### config.mk
export PLATFORM = sky130hd
export DESIGN_NAME = tgc_div
export DESIGN_NICKNAME = d
export VERILOG_FILES = /design/src/rtl/core/tgc_pkg.sv /design/src/rtl/core/tgc_div.sv
export SDC_FILE = /design/constraint.sdc
export NUM_CORES = 1
export LEC_CHECK = 0
export BUFFER_PORTS_ARGS = -buffer_cell sky130_fd_sc_hd__buf_2
export CAP_MARGIN = 20
export CORE_MARGIN = 1
export CORE_UTILIZATION = 54
export CTS_BUF_LIST = sky130_fd_sc_hd__clkbuf_16
export DETAILED_ROUTE_END_ITERATION = 8
export PLACE_DENSITY = 0.79
export SLEW_MARGIN = 20
export SYNTH_ARGS = -nofsm -noshare
export SYNTH_HDL_FRONTEND = slang
export SYNTH_SLANG_ARGS = --single-unit
### constraint.sdc
create_clock -name clk -period 2.65 [get_ports clk]
set_clock_uncertainty 0.2 [all_clocks]
set_input_delay 0.265 -clock clk [delete_from_list [all_inputs] [get_ports clk]]
set_output_delay 0.265 -clock clk [all_outputs]
set_load 0.1 [all_outputs]
### src/rtl/core/tgc_pkg.sv
package tgc_pkg;

	localparam int MAX_COLUMNS = 64;
	localparam int MAX_ROWS    = 64;
	localparam int FRAC_BITS   = 4;

	localparam int DEPTH  = MAX_COLUMNS * MAX_ROWS;
	localparam int ADDR_W = (DEPTH > 1) ? $clog2(DEPTH) : 1;
	localparam int COL_W  = (MAX_COLUMNS > 1) ? $clog2(MAX_COLUMNS) : 1;
	localparam int ROW_W  = (MAX_ROWS > 1) ? $clog2(MAX_ROWS) : 1;

	localparam int POS_W   = 20;
	localparam int BOX_W   = 16;
	localparam int TILE_W  = 8;
	localparam int SIZE_W  = 8;
	localparam int MAP_W   = 7;
	localparam int CFG_W   = 8;
	localparam int CFG_IDX_W = 2;

	// coordinates at doubled scale plus up to twice the box size
	localparam int COORD_W = POS_W + 2;
	// divisor is size << (FRAC_BITS + 1); the shift is folded into the dividend
	localparam int SHIFT   = FRAC_BITS + 1;
	localparam int DIV_W   = COORD_W - 1 - SHIFT;
	localparam int CNT_W   = $clog2(DIV_W + 1);

	localparam int SAMPLE_W = 3;
	localparam logic [SAMPLE_W-1:0] LAST_SAMPLE = SAMPLE_W'(7);

	typedef enum logic [1:0] {
		OP_READ  = 2'd0,
		OP_WRITE = 2'd1,
		OP_POINT = 2'd2,
		OP_BOX   = 2'd3
	} op_t;

	typedef enum logic [CFG_IDX_W-1:0] {
		REG_TILE_WIDTH  = 2'd0,
		REG_TILE_HEIGHT = 2'd1,
		REG_MAP_COLUMNS = 2'd2,
		REG_MAP_ROWS    = 2'd3
	} cfg_reg_t;

	typedef enum logic [3:0] {
		ST_IDLE,
		ST_XSTART,
		ST_XWAIT,
		ST_YSTART,
		ST_YWAIT,
		ST_CHECK,
		ST_ACCESS,
		ST_RDATA,
		ST_FINISH
	} state_t;

	typedef struct packed {
		op_t                     op;
		logic signed [POS_W-1:0] pos_x;
		logic signed [POS_W-1:0] pos_y;
		logic [BOX_W-1:0]        box_w;
		logic [BOX_W-1:0]        box_h;
		logic [TILE_W-1:0]       new_tile;
	} in_payload_t;

	typedef struct packed {
		logic [TILE_W-1:0] tile_value;
		logic              in_bounds;
		logic              hit;
	} out_payload_t;

	typedef struct packed {
		logic              start;
		logic [DIV_W-1:0]  dividend;
		logic [SIZE_W-1:0] divisor;
	} div_req_t;

	typedef struct packed {
		logic             done;
		logic [DIV_W-1:0] quotient;
	} div_rsp_t;

	typedef struct packed {
		logic              we;
		logic              re;
		logic [ADDR_W-1:0] addr;
		logic [TILE_W-1:0] wdata;
	} ram_req_t;

	// box samples walk corners and edge midpoints clockwise from top left;
	// each entry is the multiple of the box size added at doubled scale
	function automatic logic [1:0] sample_x_mul(input logic [SAMPLE_W-1:0] s);
		logic [1:0] m;
		unique case (s)
			3'd0: m = 2'd0;
			3'd1: m = 2'd1;
			3'd2: m = 2'd2;
			3'd3: m = 2'd2;
			3'd4: m = 2'd2;
			3'd5: m = 2'd1;
			3'd6: m = 2'd0;
			3'd7: m = 2'd0;
			default: m = 2'd0;
		endcase
		return m;
	endfunction

	function automatic logic [1:0] sample_y_mul(input logic [SAMPLE_W-1:0] s);
		logic [1:0] m;
		unique case (s)
			3'd0: m = 2'd0;
			3'd1: m = 2'd0;
			3'd2: m = 2'd0;
			3'd3: m = 2'd1;
			3'd4: m = 2'd2;
			3'd5: m = 2'd2;
			3'd6: m = 2'd2;
			3'd7: m = 2'd1;
			default: m = 2'd0;
		endcase
		return m;
	endfunction

endpackage

### src/rtl/core/tgc_div.sv
module tgc_div (
	input  logic            clk,
	input  logic            arst_n,
	input  tgc_pkg::div_req_t req,
	output tgc_pkg::div_rsp_t rsp
);
	import tgc_pkg::*;

	logic [CNT_W-1:0]  cnt_q;
	logic              busy_q;
	logic              done_q;
	logic [SIZE_W-1:0] rem_q;
	logic [DIV_W-1:0]  quo_q;
	logic [SIZE_W-1:0] dsr_q;
	logic [SIZE_W:0]   trial;
	logic              fits;

	// restoring division, one quotient bit per cycle
	assign trial = {rem_q, quo_q[DIV_W-1]};
	assign fits  = trial >= {1'b0, dsr_q};

	always_ff @(posedge clk or negedge arst_n) begin
		if (!arst_n) begin
			busy_q <= 1'b0;
			done_q <= 1'b0;
			cnt_q  <= '0;
		end else begin
			done_q <= 1'b0;
			if (req.start) begin
				busy_q <= 1'b1;
				cnt_q  <= CNT_W'(DIV_W);
			end else if (busy_q) begin
				cnt_q <= cnt_q - 1'b1;
				if (cnt_q == CNT_W'(1)) begin
					busy_q <= 1'b0;
					done_q <= 1'b1;
				end
			end
		end
	end

	always_ff @(posedge clk) begin
		if (req.start) begin
			rem_q <= '0;
			quo_q <= req.dividend;
			dsr_q <= req.divisor;
		end else if (busy_q) begin
			if (fits) begin
				rem_q <= SIZE_W'(trial - {1'b0, dsr_q});
			end else begin
				rem_q <= trial[SIZE_W-1:0];
			end
			quo_q <= {quo_q[DIV_W-2:0], fits};
		end
	end

	assign rsp.done     = done_q;
	assign rsp.quotient = quo_q;

endmodule

Word level (Yosys, flattened, before mapping)
Cells that the tools add are included.
- bits in registers: 39
- input bits: 27
- output and inout bits: 17
- add/sub/neg operators: 2
- $lt $le $gt $ge: 1
- equality and inequality tests: 1
- muxes and demuxes: 11
- reductions and logical operators: 1
- operators by type and width (kind ; number):
    $mux W16 ; 2
    $mux W5 ; 2
    $ge A9 B8 Y1 ; 1
    $mux W8 ; 1
    $sub A8 B8 Y8 ; 1
    $mux W1 ; 6
    $eq A5 B1 Y1 const B ; 1
    $sub A5 B1 Y5 const B ; 1
    $reduce_bool A2 Y1 ; 1

Logic depth before layout (Yosys ltp)
Gate-level depths: netlist of run 1.
- depth in word-level cells: 4
- mapped depth: 8
- gate-level depth less buffers: 8

Least setup slack after synthesis of run 1
No wires, ideal clock.
- path kind: reg-to-reg
- start: register quo_q[15]
- end: register rem_q[6]
- library setup time: 0.084 ns
- arrival: 2.418 ns
- data required time: 2.366 ns
- slack: -0.052 ns
- stages on the path, launching flop included: 9
- clock period less this slack: 2.702 ns
- cells stage by stage: edfxtp_1 inv_1 ha_1 fa_1 nand2b_1 a21oi_1 nand3_1 and4_1 o31ai_2
- word-level cells in the longest chain between the ends: 2
- elaborated cells on any way between the ends: 3
- ends and longest elaborated chain (element ; RTL line ; RTL):
    start: declaration ; tgc_div.sv:13 ; logic [DIV_W-1:0] quo_q;
    start signal: assignment ; tgc_div.sv:45 ; quo_q <= req.dividend;
    start signal: assignment ; tgc_div.sv:53 ; quo_q <= {quo_q[DIV_W-2:0], fits};
    $sub A8 B8 Y8 or $ge A9 B8 Y1 (tied branches) ; tgc_div.sv:49, tgc_div.sv:20 ;
    $mux W8 (*) ; tgc_div.sv:48 ; if (fits) begin
    end signal: assignment ; tgc_div.sv:49 ; rem_q <= SIZE_W'(trial - {1'b0, dsr_q});
    end signal: assignment ; tgc_div.sv:51 ; rem_q <= trial[SIZE_W-1:0];
    end: declaration ; tgc_div.sv:12 ; logic [SIZE_W-1:0] rem_q;
Mark *: on every way between the ends. The rest lies on a longest branch, timed or not.
A chain may end at the register's enable or synchronous reset.

Worst setup path in the final report of run 1
Ends and elaborated chain as after synthesis.

==> results of run 1 <==
stage by stage:
| step | total power (W) | hold WS (ps) |
|---|---|---|
| 2_1_floorplan | 0.00194 | -231 |
| 3_3_place_gp | 0.00207 | -103 |
| 3_5_place_dp | 0.00212 | -97.7 |
| 4_1_cts | 0.00271 | 81.8 |
| 5_1_grt | 0.00285 | 83.9 |
| 6_report | 0.00270 | 83.9 |
worst paths after layout:
kind / end / slack (ps) / cells past startpoint
max: rem_q[6]$_SDFFE_PP0P_ / 510 / 8
min: quo_q[5]$_DFFE_PP_ / 80 / 2
max reg2reg: rem_q[6]$_SDFFE_PP0P_ / 510 / 8
min reg2reg: rem_q[3]$_SDFFE_PP0P_ / 310 / 2
max in group asynchronous: busy_q$_DFF_PN0_ / 1960 / 2
min in group asynchronous: cnt_q[1]$_DFFE_PN0P_ / 140 / 2
cell families (layout without fill, tap and decap cells):
logic type	Yosys count	after routing
simple gates	44	44
flops	39	39
compound gates	25	25
mux	21	21
buf+inv	20	76
fa+ha+maj	11	11
xor+xnor	9	9
state kept, by name (all words and copies together), names as in the netlist:
register / cells
rem_q: 8
busy_q: 1
dsr_q: 8
done_q: 1
quo_q: 16
cnt_q: 5
power groups by stage:
stage | Sequential (W) | Clock [W] | Combinational (W)
floorplan | 0.00124 | 0 | 0.000699
global placement | 0.000903 | 0 | 0.00117
detailed placement | 0.000911 | 0 | 0.00121
CTS | 0.000903 | 0.000573 | 0.00123
global route | 0.000924 | 0.000598 | 0.00133
finish | 0.000905 | 0.000564 | 0.00123
worst reg2reg max path, stage by stage, from the launching register on:
cell and delay (ps):
edfxtp_1 370, inv_1 90, ha_2 200, fa_2 210, nand2b_1 130, a21oi_1 90, or4_1 390, and4_1 190
o31ai_2 190
cell usage after synthesis, types with 2 or more instances:
master    instances  share of area (%)
inv_1            13                2.4
nor2_1           17                3.1
nor3_1            2               0.49
a21oi_1           4               0.99
xor2_1            3                1.3
nand2_1          11                2.0
a21oi_2           2               0.86
mux2i_1           4                2.0
dfrtp_1           7                8.6
xnor2_1           6                2.6
nand2b_1          4                1.2
buf_2             3               0.74
a211oi_2          2                1.2
edfxtp_1         24                 36
nor2b_1           3               0.93
ha_1             10                6.2
o21ai_1           4               0.99
dfxtp_1           8                7.9
a211oi_1          2               0.74
mux2_2           16                8.9
layout make-up:
cell class	count	area [um2]	share of cell area (%)
inverters	14	52.6	2.09
well taps	46	57.6	2.29
repair buffers	54	320	12.8
clock buffers	5	125	4.99
clock inverters	3	15.0	0.598
flip-flops and latches	39	1060	42.1
multi-input cells	110	883	35.2
metal layers:
layer	track usage (%)	wire length (um)	vias up
li1	-	-	705
met1	24.3	1560	682
met2	39.0	1960	36
met3	5.62	146	9
met4	9.38	80	0
met5	0	0	-
timing repair:
item	in CTS	in global routing
endpoints found under the hold margin	15	0
resized for setup	0	0
hold buffers	9	0
==> impl_metrics.env, run 1 <==
export IMPL_swShare_pct=41.8
export IMPL_n_antenna_cell=0
export IMPL_placed_cell_area_mm2=0.00228
export IMPL_antenna_found_initial=0
export IMPL_yosys_most_used_dff="edfxtp_1"
export IMPL_synth_area_mux_share_pct=11.6
export IMPL_dp_cells=254
export IMPL_rsz0062_at_grt="no"
export IMPL_arrival_ps=2130
export IMPL_final_cell_count_no_fill=271
export IMPL_setup_tns_ps=0
export IMPL_synth_nets=207
export IMPL_relSlewSlack_pct=60.6
export IMPL_r2r_start="quo_q[15]$_DFFE_PP_"
export IMPL_io_buffers=43
export IMPL_status="completed"
export IMPL_startpoint="quo_q[15]$_DFFE_PP_"
export IMPL_synth_compound_area_share_pct=9.93
export IMPL_grt_pass1_wl_mm=6.54
export IMPL_min_from="req[13]"
export IMPL_drt_pass1_iterations=4
export IMPL_setup_viol=0
export IMPL_yosysSeqAreaShare_pct=52.1
export IMPL_drv_slew=0
export IMPL_place_ws_ps=539
export IMPL_clkTransAtPathRegs_ps=60
export IMPL_start_kind="register"
export IMPL_p_sw_w=0.00113
export IMPL_finalCritPeriodShare_pct=80.7
export IMPL_cts_buffers=5
export IMPL_synth_warnings=0
export IMPL_cts_sinks=39
export IMPL_area_delta_synth_final_pct=23.8
export IMPL_layout_common_cells="buf_2, edfxtp_1, nor2_1, mux2_2, inv_1"
export IMPL_first_global_vias=1532
export IMPL_postCtsSetupRepairBufs=0
export IMPL_max_slew_worst_pin_slew_ps=591
export IMPL_required_ps=2640
export IMPL_synth_top_family_by_area="multiplexers"
export IMPL_netlist_area_mm2=0.00203
export IMPL_syn_inst=169
export IMPL_maxCapViolCount=0
export IMPL_cts_path_max_buffers=2
export IMPL_num_vias=1432
export IMPL_initial_utilization_pct=58.5
export IMPL_async_flop_share_pct=17.9
export IMPL_crit_path_max_incr_delay_ps=390
export IMPL_critPathBufInv=1
export IMPL_cp_max_fo=3
export IMPL_clkLatencyLatePin_ps=280
export IMPL_fin_util_pct=72.4
export IMPL_die_w_um=63.3
export IMPL_period_needed_ps=2140
export IMPL_fp_dieH_um=63.3
export IMPL_hold_violations=0
export IMPL_fin_ws_ps=512
export IMPL_synth_edf_count=24
export IMPL_hpwl_mm=2.67
export IMPL_cts_max_level=2
export IMPL_fillCellCount=268
export IMPL_die_area_mm2=0.00400
export IMPL_end_kind="register"
export IMPL_fin_nets=262
export IMPL_power_per_cell_area_mw_per_mm2=1070
export IMPL_drc=0
export IMPL_ys_ff_latch=39
export IMPL_slowest_stage="or4_1"
export IMPL_tritoncts="built"
export IMPL_drt_iter0_markers=39
export IMPL_p_leak_nw=1.09
export IMPL_vias_per_cell=5.28
export IMPL_p_comb_share_pct=45.6
export IMPL_crit_chain="inv_1 > ha_2 > fa_2 > nand2b_1 > a21oi_1 > or4_1 > and4_1 > o31ai_2"
export IMPL_grt_max_degree=36
export IMPL_clkPwrFrac_pct=20.9
export IMPL_wl_per_cell_um=13.8
export IMPL_max_freq_ghz=0.468
export IMPL_intPower_w=0.00157
export IMPL_p_seq_share_pct=33.5
export IMPL_synthSimpleGateAreaFrac_pct=10.7
export IMPL_synthXorXnorAreaFrac_pct=3.89
export IMPL_grtUsageTotal_pct=21.8
export IMPL_drive_gt1_share_pct=36.9
export IMPL_drt_total_wl_mm=3.74
export IMPL_ys_types=44
export IMPL_final_common_cell="buf_2"
export IMPL_worstSetupPathType="register to register"
export IMPL_ant_nets=0
export IMPL_core_region_area_mm2=0.00347
export IMPL_grt_overflow_total=0
export IMPL_avgSynthCellArea_um2=12.0
export IMPL_peakVddDrop_mv=0.638
export IMPL_hold_path_class="primary input to register"
export IMPL_rows=21
export IMPL_cts_root_buf="clkbuf_16"
export IMPL_final_area_mm2=0.00251
export IMPL_cp_top_family="simple AND/OR/NAND/NOR gates"
export IMPL_io_pins=44
export IMPL_gp_congestion=0.914
export IMPL_synth_fa_ha_area_share_pct=7.16
(Power assumes the default switching activity.)
==> run 2: changes to the inputs <==
Clock period 2.65 ns to 2.1 ns, I/O delays scaled along.
==> run 2 against run 1 <==
Critical path type unchanged; highest routed layer unchanged; first-iteration DRC count grew 87%; sequential cell count unchanged; largest power group unchanged; design area increased by 4.4%; combinational power rose by 40%; wire length increased by 5.2%; critical path depth did not move; worst hold slack got worse by 60 ps.
==> impl_metrics.env, run 2 (same netlist as run 1, synthesis figures left out) <==
export IMPL_status="completed"
export IMPL_drc=0
export IMPL_n_antenna_cell=0
export IMPL_max_freq_ghz=0.482
export IMPL_largest_reg_flops=16
export IMPL_die_w_um=63.3
export IMPL_io_buffers=43
export IMPL_multi_input_area_um2=922
export IMPL_worst_hold_slack_ps=24.2
export IMPL_grt_pass1_wl_mm=6.73
export IMPL_area_delta_synth_final_pct=29.2
export IMPL_seq_area_mm2=0.00106
export IMPL_hold_path_class="primary input to register"
export IMPL_required_ps=2080
export IMPL_p_sw_w=0.00148
export IMPL_final_cell_count_no_fill=281
export IMPL_power_w=0.00357
export IMPL_fin_nets=272
export IMPL_maxCapViolCount=0
export IMPL_cts_path_max_buffers=2
export IMPL_power_per_cell_area_mw_per_mm2=1360
export IMPL_tritoncts="built"
export IMPL_max_slew_worst_pin_slew_ps=616
export IMPL_hpwl_mm=2.65
export IMPL_start_kind="register"
export IMPL_crit_chain="inv_1 > ha_1 > a21oi_1 > o21ai_1 > a21o_4 > buf_4 > mux2i_1 > a22o_1"
export IMPL_core_region_area_mm2=0.00347
export IMPL_drt_pass1_iterations=4
export IMPL_final_common_cell="buf_2"
export IMPL_dp_cells=256
export IMPL_die_area_mm2=0.00400
export IMPL_arrival_ps=2050
export IMPL_finalCritPeriodShare_pct=98.8
export IMPL_peakVddDrop_mv=0.850
export IMPL_p_seq_share_pct=32.1
export IMPL_first_global_vias=1497
export IMPL_antenna_found_initial=0
export IMPL_hold_violations=0
export IMPL_cts_root_buf="clkbuf_16"
export IMPL_cts_max_level=2
export IMPL_p_comb_share_pct=48.2
export IMPL_period_needed_ps=2070
export IMPL_drive_gt1_share_pct=40.9
export IMPL_io_pins=44
export IMPL_gp_congestion=0.824
export IMPL_slowest_stage="ha_1"
export IMPL_num_vias=1483
export IMPL_drt_total_wl_mm=3.94
export IMPL_p_leak_nw=1.15
export IMPL_drv_slew=0
export IMPL_cts_sinks=39
export IMPL_fin_util_pct=75.6
export IMPL_top_register="quo_q"
export IMPL_clkTransAtPathRegs_ps=60
export IMPL_drt_iter0_markers=73
export IMPL_crit_path_max_incr_delay_ps=370
export IMPL_grtUsageTotal_pct=22.0
export IMPL_rows=21
export IMPL_ant_nets=0
export IMPL_wl_per_cell_um=14.0
export IMPL_reg_top3="quo_q x16, dsr_q x8, rem_q x8"
export IMPL_fin_ws_ps=25.7
export IMPL_layout_common_cells="buf_2, edfxtp_1, nor2_1, mux2_2, inv_1"
export IMPL_rsz0062_at_grt="yes"
export IMPL_place_ws_ps=50.2
export IMPL_vias_per_cell=5.28
export IMPL_initial_utilization_pct=58.5
export IMPL_cp_max_fo=10
export IMPL_intPower_w=0.00209
export IMPL_grt_max_degree=33
export IMPL_worstSetupPathType="register to register"
export IMPL_fp_dieH_um=63.3
export IMPL_clkLatencyLatePin_ps=280
export IMPL_end_kind="register"
export IMPL_setup_viol=0
export IMPL_clkPwrFrac_pct=19.7
export IMPL_relSlewSlack_pct=58.9
export IMPL_grt_overflow_total=0
export IMPL_cts_buffers=5
export IMPL_swShare_pct=41.4
export IMPL_fillCellCount=220
==> run 2: cell types whose count changed in the layout (fill, tap and decap cells not counted), sizes merged <==
| cell | delta |
|---|---|
| buf | +10 |
| clkinv | -2 |
| inv | +2 |
==> run 2: per-stage QoR <==
step	cell area, um2	TNS (ps)
finish	2620	0
global route	2620	-269
CTS	2550	0
detailed placement	2320	0
global placement	2320	0
floorplan	2060	-2890
==> run 2: final cells by class <==
| type | count | area share, % |
|---|---|---|
| inverter | 14 | 2.00 |
| clock buffer | 5 | 4.77 |
| tap | 46 | 2.20 |
| multi-input combinational | 110 | 35.2 |
| clock inverter | 3 | 0.477 |
| sequential | 39 | 40.3 |
| timing repair buffer | 64 | 15.1 |
==> run 2: what timing repair did <==
item / in CTS / in global routing
resized for setup: 0 / 2
setup buffers: 0 / 8
setup endpoints to repair: 0 / 3
hold endpoints to repair: 15 / 0
hold buffers: 9 / 0
==> run 2: worst max-delay path: cells and delay by family, from the launching register on <==
family,cells,cell delay [ps]
flip-flops,1,320
adder cells (fa/ha/maj),1,370
buffers and inverters,2,190
AO/OA/AOI/OAI,4,770
multiplexers,1,120
==> run 2: per-layer routing <==
layer  wire, um  up-vias  track usage (%)
li1           -      729                -
met1       1780      702             28.2
met2       1890       44             35.9
met3        215        8             6.70
met4         54        0             5.97
met5          0        -                0
==> run 2: power groups by stage <==
stage               clock network (W)  registers (W)  logic [W]
detailed placement                  0        0.00115    0.00157
CTS                          0.000711        0.00114    0.00159
floorplan                           0        0.00157   0.000912
global placement                    0        0.00114    0.00152
finish                       0.000703        0.00115    0.00172
global route                 0.000746        0.00117    0.00185
==> run 2: path summary, 6_finish.rpt <==
kind	from	to	slack (ps)	cells past startpoint
setup / recovery	dsr_q[2]$_DFFE_PP_	rem_q[1]$_SDFFE_PP0P_	30	8
hold / removal	req[24]	dsr_q[5]$_DFFE_PP_	20	1
setup reg to reg	dsr_q[2]$_DFFE_PP_	rem_q[1]$_SDFFE_PP0P_	30	8
hold reg to reg	rem_q[6]$_SDFFE_PP0P_	rem_q[6]$_SDFFE_PP0P_	290	2
max in group asynchronous	arst_n	cnt_q[2]$_DFFE_PN0P_	1470	2
min in group asynchronous	arst_n	cnt_q[3]$_DFFE_PN0P_	80	2
